<file path="src/hw/rtl/acc_pkg.sv">
// acc_pkg: shared constants, types and helpers for the clustering coefficient block
// no dependencies
package acc_pkg;

  localparam int unsigned MaxNodes = 64;
  localparam int unsigned FracBits = 16;
  localparam int unsigned IdxW     = $clog2(MaxNodes);
  localparam int unsigned CntW     = $clog2(MaxNodes + 1);
  localparam int unsigned CoefW    = FracBits + 1;
  localparam int unsigned DegW     = CntW;
  localparam int unsigned DenW     = 2 * DegW;
  // pair sum bounded by deg*deg
  localparam int unsigned PairW    = 2 * DegW;
  localparam int unsigned NumW     = PairW + FracBits;
  localparam int unsigned SumW     = CoefW + CntW;

  typedef enum logic [2:0] {
    ST_LOAD, ST_ROWRD, ST_ROWWT, ST_NBR, ST_DIV, ST_AVG, ST_OUT
  } acc_state_e;

  // division request and result between sequencer and divider
  typedef struct packed {
    logic            start;
    logic [NumW-1:0] num;
    logic [NumW-1:0] den;
  } acc_div_req_t;

  typedef struct packed {
    logic            done;
    logic [NumW-1:0] quot;
  } acc_div_rsp_t;

  function automatic logic [DegW-1:0] popcnt(input logic [MaxNodes-1:0] v);
    logic [DegW-1:0] c;
    c = '0;
    for (int k = 0; k < MaxNodes; k++) c = c + DegW'(v[k]);
    return c;
  endfunction

endpackage

</file>
<file path="src/hw/rtl/acc_div.sv">
// acc_div: restoring divider, one quotient bit per cycle
// depends on acc_pkg
module acc_div import acc_pkg::*; (
  input  logic         clk_i,
  input  logic         rst_ni,
  input  acc_div_req_t req_i,
  output acc_div_rsp_t rsp_o
);
  localparam int unsigned StepW = $clog2(NumW + 1);

  logic [NumW-1:0]  rem_q, rem_d, quo_q, quo_d, den_q, den_d;
  logic [StepW-1:0] cnt_q, cnt_d;
  logic             busy_q, busy_d, done_q, done_d;
  logic [NumW:0]    trial;

  // one shift-subtract step per cycle
  always_comb begin
    rem_d  = rem_q;
    quo_d  = quo_q;
    den_d  = den_q;
    cnt_d  = cnt_q;
    busy_d = busy_q;
    done_d = 1'b0;
    trial  = {rem_q, quo_q[NumW-1]} - {1'b0, den_q};
    if (req_i.start) begin
      rem_d  = '0;
      quo_d  = req_i.num;
      den_d  = req_i.den;
      cnt_d  = StepW'(NumW);
      busy_d = 1'b1;
    end else if (busy_q) begin
      if (!trial[NumW]) begin
        rem_d = trial[NumW-1:0];
        quo_d = {quo_q[NumW-2:0], 1'b1};
      end else begin
        rem_d = {rem_q[NumW-2:0], quo_q[NumW-1]};
        quo_d = {quo_q[NumW-2:0], 1'b0};
      end
      cnt_d = cnt_q - StepW'(1);
      if (cnt_q == StepW'(1)) begin
        busy_d = 1'b0;
        done_d = 1'b1;
      end
    end
  end

  always_ff @(posedge clk_i or negedge rst_ni) begin
    if (!rst_ni) begin
      busy_q <= 1'b0;
      done_q <= 1'b0;
      cnt_q  <= '0;
    end else begin
      busy_q <= busy_d;
      done_q <= done_d;
      cnt_q  <= cnt_d;
    end
  end

  always_ff @(posedge clk_i) begin
    rem_q <= rem_d;
    quo_q <= quo_d;
    den_q <= den_d;
  end

  assign rsp_o.done = done_q;
  assign rsp_o.quot = quo_q;
endmodule

</file>
<file path="config.mk">
export PLATFORM = sky130hd
export DESIGN_NAME = acc_div
export DESIGN_NICKNAME = d
export VERILOG_FILES = /design/src/hw/rtl/acc_pkg.sv /design/src/hw/rtl/acc_div.sv
export SDC_FILE = /design/constraint.sdc
export NUM_CORES = 1
export LEC_CHECK = 0
export ABC_AREA = 0
export BUFFER_PORTS_ARGS = -buffer_cell sky130_fd_sc_hd__buf_2
export CORE_AREA = 3 3 123 125
export CTS_CLUSTER_DIAMETER = 100
export DETAILED_ROUTE_END_ITERATION = 6
export DIE_AREA = 0 0 126 128
export MAX_ROUTING_LAYER = met4
export PLACE_DENSITY = 0.7
export REMOVE_ABC_BUFFERS = 1
export SYNTH_ARGS = -nofsm -noshare
export SYNTH_HDL_FRONTEND = slang
export SYNTH_SLANG_ARGS = --single-unit
</file>
<file path="constraint.sdc">
create_clock -name clk_i -period 2.98 [get_ports clk_i]
set_input_delay 0 -clock clk_i [delete_from_list [all_inputs] [get_ports clk_i]]
set_output_delay 0 -clock clk_i [all_outputs]
set_load 0.02 [all_outputs]
</file>
== After elaboration in Yosys (flattened, before gate mapping) ==
Cells that the tools add are included.

* Register bits: 97
* Word-level logic and storage cells: 22

* Add/sub/neg operators: 2
* Equality and inequality tests: 1
* Mux-type cells: 12
* Reduce and logical (&&, ||, !) cells: 1

{| class="wikitable"
|+ Operators by type and width
! cell !! number
|-
| 30-bit 2-to-1 mux || 3
|-
| 31-bit by 30-bit subtractor with 31-bit output || 1
|-
| 5-bit 2-to-1 mux || 2
|-
| 1-bit 2-to-1 mux || 7
|-
| 5-bit by 1-bit == test with 1-bit output, second input constant || 1
|-
| 5-bit by 1-bit subtractor with 5-bit output, second input constant || 1
|-
| 2-bit nonzero test || 1
|}

== Logic depth before layout (Yosys ltp) ==
Gate-level depths: netlist (run 1).

* Word-level depth: 4
* Gate-level depth with buffers: 13
* Gate-level depth less buffers: 11

== Worst setup path after synthesis (run 1) ==
No wires, ideal clock.

* Kind: reg2reg
* Start: register quo_q[29]
* End: register rem_q[0]
* Data arrival time: 2.898 ns
* Required time: 2.901 ns
* Setup slack: 0.003 ns
* Cell stages (with the launch flop): 13
* Path buffers: 1
* Cells stage by stage: edfxtp_1 > inv_1 > ha_1 > fa_1 > nand2b_1 > a21oi_1 > o311ai_1 > a31o_1 > a21o_1 > a211o_1 > buf_6 > mux2_4 > a211oi_2

* Cells in the longest elaborated chain, start to end: 2

{| class="wikitable"
|+ RTL lines
! element !! RTL line !! RTL
|-
| from (decl) || acc_div.sv:11 || <nowiki>logic [NumW-1:0] rem_q, rem_d, quo_q, quo_d, den_q, den_d;</nowiki>
|-
| from (signal assigned) || acc_div.sv:61 || <nowiki>quo_q <= quo_d;</nowiki>
|-
| 31-bit by 30-bit subtractor with 31-bit output || acc_div.sv:24 || <nowiki>trial = {rem_q, quo_q[NumW-1]} - {1'b0, den_q};</nowiki>
|-
| 30-bit 2-to-1 mux (*) || acc_div.sv:32 || <nowiki>if (!trial[NumW]) begin</nowiki>
|-
| to (signal assigned) || acc_div.sv:60 || <nowiki>rem_q <= rem_d;</nowiki>
|-
| to (decl) || acc_div.sv:11 ||
|}

Every way passes the cells marked *; elsewhere a longest branch is shown, timed or not.
A chain may end at the register's enable or synchronous reset.

== Final worst setup path (run 1) ==
Ends and elaborated chain as after synthesis.

==> qor.yml, run 1 <==
yosys-top-cells-area: "edfxtp_1, dfxtp_1, ha_1"
p_leak_uw: 0.00317
nNetsFinal: 816
synth_top_cell_by_area: "edfxtp_1"
ir_drop_mv: 0.416
hold_violations: 0
synthAdderAreaFrac_pct: 7.45
endpoint_kind: "flop"
fmax_mhz: 344
clock-sinks: 97
timing.slew.headroom_pct: 59.0
ys_ff_latch: 97
grt.total_usage_pct: 18.2
synth_xor_area_share_pct: 4.35
hold_class: "in2reg"
synth_ff_type: "edfxtp_1"
setup_viol: 0
skew_ns: 0.0155
dp_worst_setup_slack_ns: -0.0728
cp_cell_sequence: "inv_1 > ha_2 > fa_2 > nand2b_4 > a21oi_4 > o311ai_2 > a31o_1 > a21o_1 > a211o_4 > buf_4 > mux2_4 > a211oi_2"
outcome: "complete, no violations"
cts_tree: "done"
critical_path_peak_fanout: 6
cts_buffer_depth: 2
start_util_pct: 40.3
cp.arrival_ns: 3.19
grtUsageMet2_pct: 28.9
async_flop_share_pct: 7.22
met1_usage_pct: 23.1
yosys.area_share.simple_pct: 13.5
ys_seq_area_share_pct: 45.7
area_growth_pct: 31.1
antenna_found_initial: 0
vias: 4739
hold_ws_ns: 0.107
synth_top_family_by_area: "compound AO/OA/AOI/OAI gates"
critPathRequiredTime_ns: 3.26
synth.area.mux_share_pct: 8.36
layout-drive-gt1-share_pct: 24.4
drv_slew: 0
synth_edf_count: 60
final.setup.worst_slack_ns: 0.0710
crit_slowest_cell: "a211o_4"
cts_root_buffer: "clkbuf_16"
drt_first_iter_violations: 270
finalCriticalPeriod_ns: 2.91
grt_use_met3_pct: 4.83
yosys_warnings: 0
first_pass_iters: 5
synth_area_per_cell_um2: 10.1
grt_setup_unrepaired: "true"
tightest_slew_ns: 0.615
num_rows: 43
cp_top_family: "compound AO/OA/AOI/OAI gates"
gp_congestion: 0.900
vias_per_cell: 5.24
ant_nets: 0
fin_crit_sh_pct: 97.6
grt_pass1_vias: 4776
grt_max_degree: 53
power_density_nw_per_um2: 428
pin_count: 94
yosys.area.top_type_share_pct: 31.9
core_um2: 14000
critPathMaxStageDelay_ns: 0.38
die_w_um: 126
grt_first_pass_wirelength_um: 23200
netlist_area_um2: 5640
die_area_um2: 16100
die_y_um: 128
clk_latency_ns: 0.36
synth_compound_area_share_pct: 15.4
drv_cap: 0
gr-total-overflow: 0
syn_inst: 556
antennaDiodeCount: 0
worstSetupPathType: "reg2reg"
dp_hpwl_um: 9350
wirelength_um: 14000
cp_num_buf_inv: 2
power_uw: 3170
top_usage_layer: "met2"
path_clk_slew_ns: 0.07
cts_made_buffers: 9
place.port_buffers: 93
cp-start-kind: "flop"
wl_per_cell_um: 15.5
htree_levels: 3
drc_errors: 0
synth.distinct_cells: 62
-- synthesized netlist by cell type (4+ instances only) --
cell and instances:
o211ai_1 10, nand2b_1 10, nand3_1 18, a311oi_1 7, dfrtp_1 7, nor2b_1 4, xnor2_1 18, nor2_1 40
o21ai_0 21, or3_1 4, ha_1 32, edfxtp_1 60, clkbuf_1 13, xor2_1 10, o311ai_0 4, inv_1 42
a21oi_1 33, dfxtp_1 30, a31oi_1 4, mux2i_1 13, mux2_2 29, a211oi_1 13, nand2_1 57, and3_1 7
a21o_1 13, nor3_1 4
-- timing repair --
action                                  in CTS  in global routing
setup buffers                                1                  3
endpoints found under the setup margin      18                 26
cloned                                       0                  2
endpoints found under the hold margin       67                  0
pin swaps                                    3                  8
hold buffers                                62                  0
resized for setup                            6                  6
-- flip-flops by register name, summed over array words and instances, names as in the netlist --
name	cells
cnt_q	5
rem_q	30
quo_q	30
done_q	1
den_q	30
busy_q	1
-- layout make-up --
cell class | instances | area (um2)
timing repair buffer | 178 | 1330
inverter | 42 | 158
multi-input combinational | 392 | 2830
tap | 180 | 225
sequential | 97 | 2580
fill | 1254 | 6590
clock inverter | 5 | 38.8
clock buffer | 11 | 233
-- worst register-to-register path: stages, from the launching register on --
cell,delay (ns)
edfxtp_1,0.34
inv_1,0.06
ha_2,0.19
fa_2,0.34
nand2b_4,0.17
a21oi_4,0.14
o311ai_2,0.10
a31o_1,0.26
a21o_1,0.22
a211o_4,0.38
buf_4,0.15
mux2_4,0.29
a211oi_2,0.20
-- cell families after synthesis --
logic type      Yosys count
compound gates          127
flops                    97
simple gates            161
xor+xnor                 28
mux                      43
fa+ha+maj                33
buf+inv                  67
-- cell usage in the layout (no fill, tap or decap), types with 9 or more instances in the layout --
cell type / count
a211oi_1: 11
a21o_1: 13
a21oi_1: 32
buf_2: 92
buf_4: 19
clkbuf_16: 11
dfxtp_1: 30
dlygate4sd3_1: 62
edfxtp_1: 60
ha_1: 31
inv_1: 42
mux2_2: 29
mux2i_1: 13
nand2_1: 57
nand2b_1: 9
nand3_1: 18
nor2_1: 40
o211ai_1: 10
o21ai_0: 21
xnor2_1: 18
xor2_1: 10
-- stage by stage --
stage	std cells	util (%)	instance area (um2)	setup TNS, ns
2_1_floorplan	531	-	5500	-18.28
3_3_place_gp	821	45.4	6350	-0.0370
3_5_place_dp	821	45.4	6350	-0.222
4_1_cts	900	52.0	7280	0
5_1_grt	905	52.9	7400	-0.0135
6_report	905	52.9	7400	0
-- power by group --
group | total (uW) | leakage (uW) | internal, uW | switching (uW)
Combinational | 500 | 0.00211 | 238 | 262
Clock | 1110 | 0.000131 | 573 | 533
Sequential | 1560 | 0.000928 | 1520 | 43.4
Total | 3170 | 0.00317 | 2330 | 839
-- worst paths after layout --
kind                       startpoint   endpoint  slack (ns)  cells after the start
max reg2reg                 quo_q[29]   rem_q[0]        0.07                     12
min reg2reg                 rem_q[15]  rem_q[15]        0.49                      2
min                         req_i[60]   cnt_q[0]        0.11                      2
min in group asynchronous      rst_ni   cnt_q[2]        0.61                      3
max in group asynchronous      rst_ni   cnt_q[4]        2.12                      3
max                         quo_q[29]   rem_q[0]        0.07                     12
-- per-layer routing --
| metal | vias up | share of wire [%] |
|---|---|---|
| li1 | 2338 | - |
| met4 | 0 | 1.7 |
| met2 | 151 | 47 |
| met5 | - | 0 |
| met1 | 2229 | 46 |
| met3 | 21 | 5.9 |
No activity file was read; power rests on OpenSTA's default activity.
==> inputs of run 2 (changes only) <==
Settings changed: GPL_TIMING_DRIVEN from default to 0.
==> qor.yml, run 2 (synthesis gave the netlist of run 1 again) <==
skew_ns: 0.0129  # -0.00260 ns
worstHoldStart: "req_i[60]"
reg_top3: "den_q (30), quo_q (30), rem_q (30)"
core_um2: 14000  # unchanged
setup_tns_ns: -0.151  # -0.151 ns
whs_path_depth: 2  # unchanged
timing.slew.headroom_pct: 22.9  # -36 points
worstSetupPathType: "reg2reg"
drv_slew: 0  # unchanged
area_growth_pct: 33.1
ir_drop_mv: 0.294  # -29%
setup_viol: 4  # +4
place.port_buffers: 93  # unchanged
htree_levels: 3  # unchanged
num_rows: 43  # unchanged
r2r_start: "den_q[0]"
grt.total_usage_pct: 18.5  # +0.28 points
cts_root_buffer: "clkbuf_16"
power_density_nw_per_um2: 433  # +1.1%
dp_worst_setup_slack_ns: -0.697  # -0.625 ns
fin_crit_sh_pct: 103  # +5.2 points
clk_latency_ns: 0.35  # about the same
vias: 4789  # +1.1%
tightest_slew_ns: 1.16  # +0.540 ns
pin_count: 94  # unchanged
wirelength_um: 14400  # +2.6%
drc_errors: 0  # unchanged
start_util_pct: 40.3  # unchanged
min_to: "cnt_q[0]"
die_area_um2: 16100  # unchanged
drv_cap: 0  # unchanged
layout-drive-gt1-share_pct: 25.6  # +1.2 points
antenna_found_initial: 0  # unchanged
final_cell_mix: "buf_2, dlygate4sd3_1, edfxtp_1, nand2_1, inv_1"
nNetsFinal: 817  # +0.12%
drt_first_iter_violations: 231  # -14%
ant_nets: 0  # unchanged
fin_area_um2: 7510  # +1.6%
outcome: "complete, but fails checks"
power_uw: 3250  # +2.7%
critPathRequiredTime_ns: 3.23  # -0.03 ns
fmax_mhz: 326  # -5.1%
antennaDiodeCount: 0  # unchanged
mostFrequentLayoutCell: "buf_2"
p_leak_uw: 0.00319  # +0.82%
die_y_um: 128  # unchanged
violations: "negative setup slack"
dp.cells: 806  # -1.8%
cts_buffer_depth: 2  # unchanged
cts_made_buffers: 9  # unchanged
dp_hpwl_um: 8990  # -3.8%
cts_tree: "done"
r2r_slack_ns: -0.08  # -0.16 ns
gr-total-overflow: 0  # unchanged
dpl_cell_area_um2: 6240  # -1.7%
hold_violations: 0  # unchanged
die_w_um: 126  # unchanged
gp_congestion: 0.882  # -2.0%
cp.arrival_ns: 3.32  # +0.13 ns
reg2reg_depth: 10  # -2
endpoint_kind: "flop"
grt_max_degree: 65  # +23%
grt_pass1_vias: 4937  # +3.4%
first_pass_iters: 5  # unchanged
wl_per_cell_um: 15.9  # +2.5%
finalCriticalPeriod_ns: 3.06  # +0.156 ns
critical_path_peak_fanout: 10  # +4
r2r-end: "rem_q[4]"
fin_cells: 906  # +0.11%
grt_first_pass_wirelength_um: 23700  # +2.0%
vias_per_cell: 5.29  # +0.94%
clock-sinks: 97  # unchanged
hold_class: "in2reg"
path_clk_slew_ns: 0.07  # about the same
cp-start-kind: "flop"
grt_setup_unrepaired: "true"
final.setup.worst_slack_ns: -0.0847  # -0.156 ns
==> run 2: cell count changes in the layout (fill, tap and decap cells not counted), sizes merged <==
cell / previous run / this run
a211o: 1 / 3
bufinv: 0 / 1
clkbuf: 13 / 12
clkinv: 2 / 3
clkinvlp: 1 / 0
dlygate4sd3: 62 / 63
inv: 44 / 42
==> run 2: repair_timing <==
action / in CTS / in global routing
setup buffers: 11 / 9
endpoints found under the setup margin: 61 / 58
endpoints found under the hold margin: 67 / 0
pin swaps: 13 / 18
hold buffers: 63 / 0
gates resized for setup: 16 / 22
gates cloned: 1 / 2
==> run 2: area by class of cell <==
type | count | area, um2
Sequential cell | 97 | 2580
Clock buffer | 12 | 236
Clock inverter | 4 | 56.3
Tap cell | 180 | 225
Inverter | 42 | 158
Fill cell | 1237 | 6480
Multi-Input combinational cell | 394 | 2930
Timing Repair Buffer | 177 | 1320
==> run 2: critical path, cell delays in order (launching register included) <==
cell,delay (ns)
edfxtp_1,0.42
ha_4,0.19
fa_2,0.34
nand2b_4,0.16
a21oi_4,0.18
o311ai_4,0.11
a31o_1,0.25
a21o_1,0.21
a211o_4,0.43
or3_1,0.37
a311oi_1,0.28
==> run 2: worst max path at each step <==
stage                     cells after the start   endpoint       from
after detailed placement                     12  rem_q[14]  quo_q[29]
after CTS                                    10   rem_q[4]   den_q[0]
after floorplan                              11   rem_q[1]  quo_q[29]
after global routing                         11   rem_q[4]   den_q[9]
after global placement                       11  rem_q[29]  quo_q[29]
final                                        10   rem_q[4]   den_q[0]
==> run 2: metrics by stage <==
stage | hold slack [ns] | utilization, %
final | 0.0862 | 53.7
after global routing | 0.106 | 53.7
after CTS | 0.0568 | 52.6
after detailed placement | -0.157 | 44.6
after global placement | -0.164 | 44.3
after floorplan | -0.296 | -
==> run 2: where the power goes <==
part / leakage [uW] / internal (uW) / switching (uW)
sequential: 0.000928 / 1520 / 47.1
combinational: 0.00212 / 250 / 270
clock: 0.000141 / 657 / 511
total: 0.00319 / 2430 / 828
==> run 2: routing by layer <==
layer  track usage [%]  vias to the layer above  part of all wire (%)
met3              3.00                       26                   4.4
met5                 -                        -                     0
met1              23.1                     2254                    46
met4              7.44                        0                   2.5
met2              30.1                      153                    47
li1                  -                     2356                     -
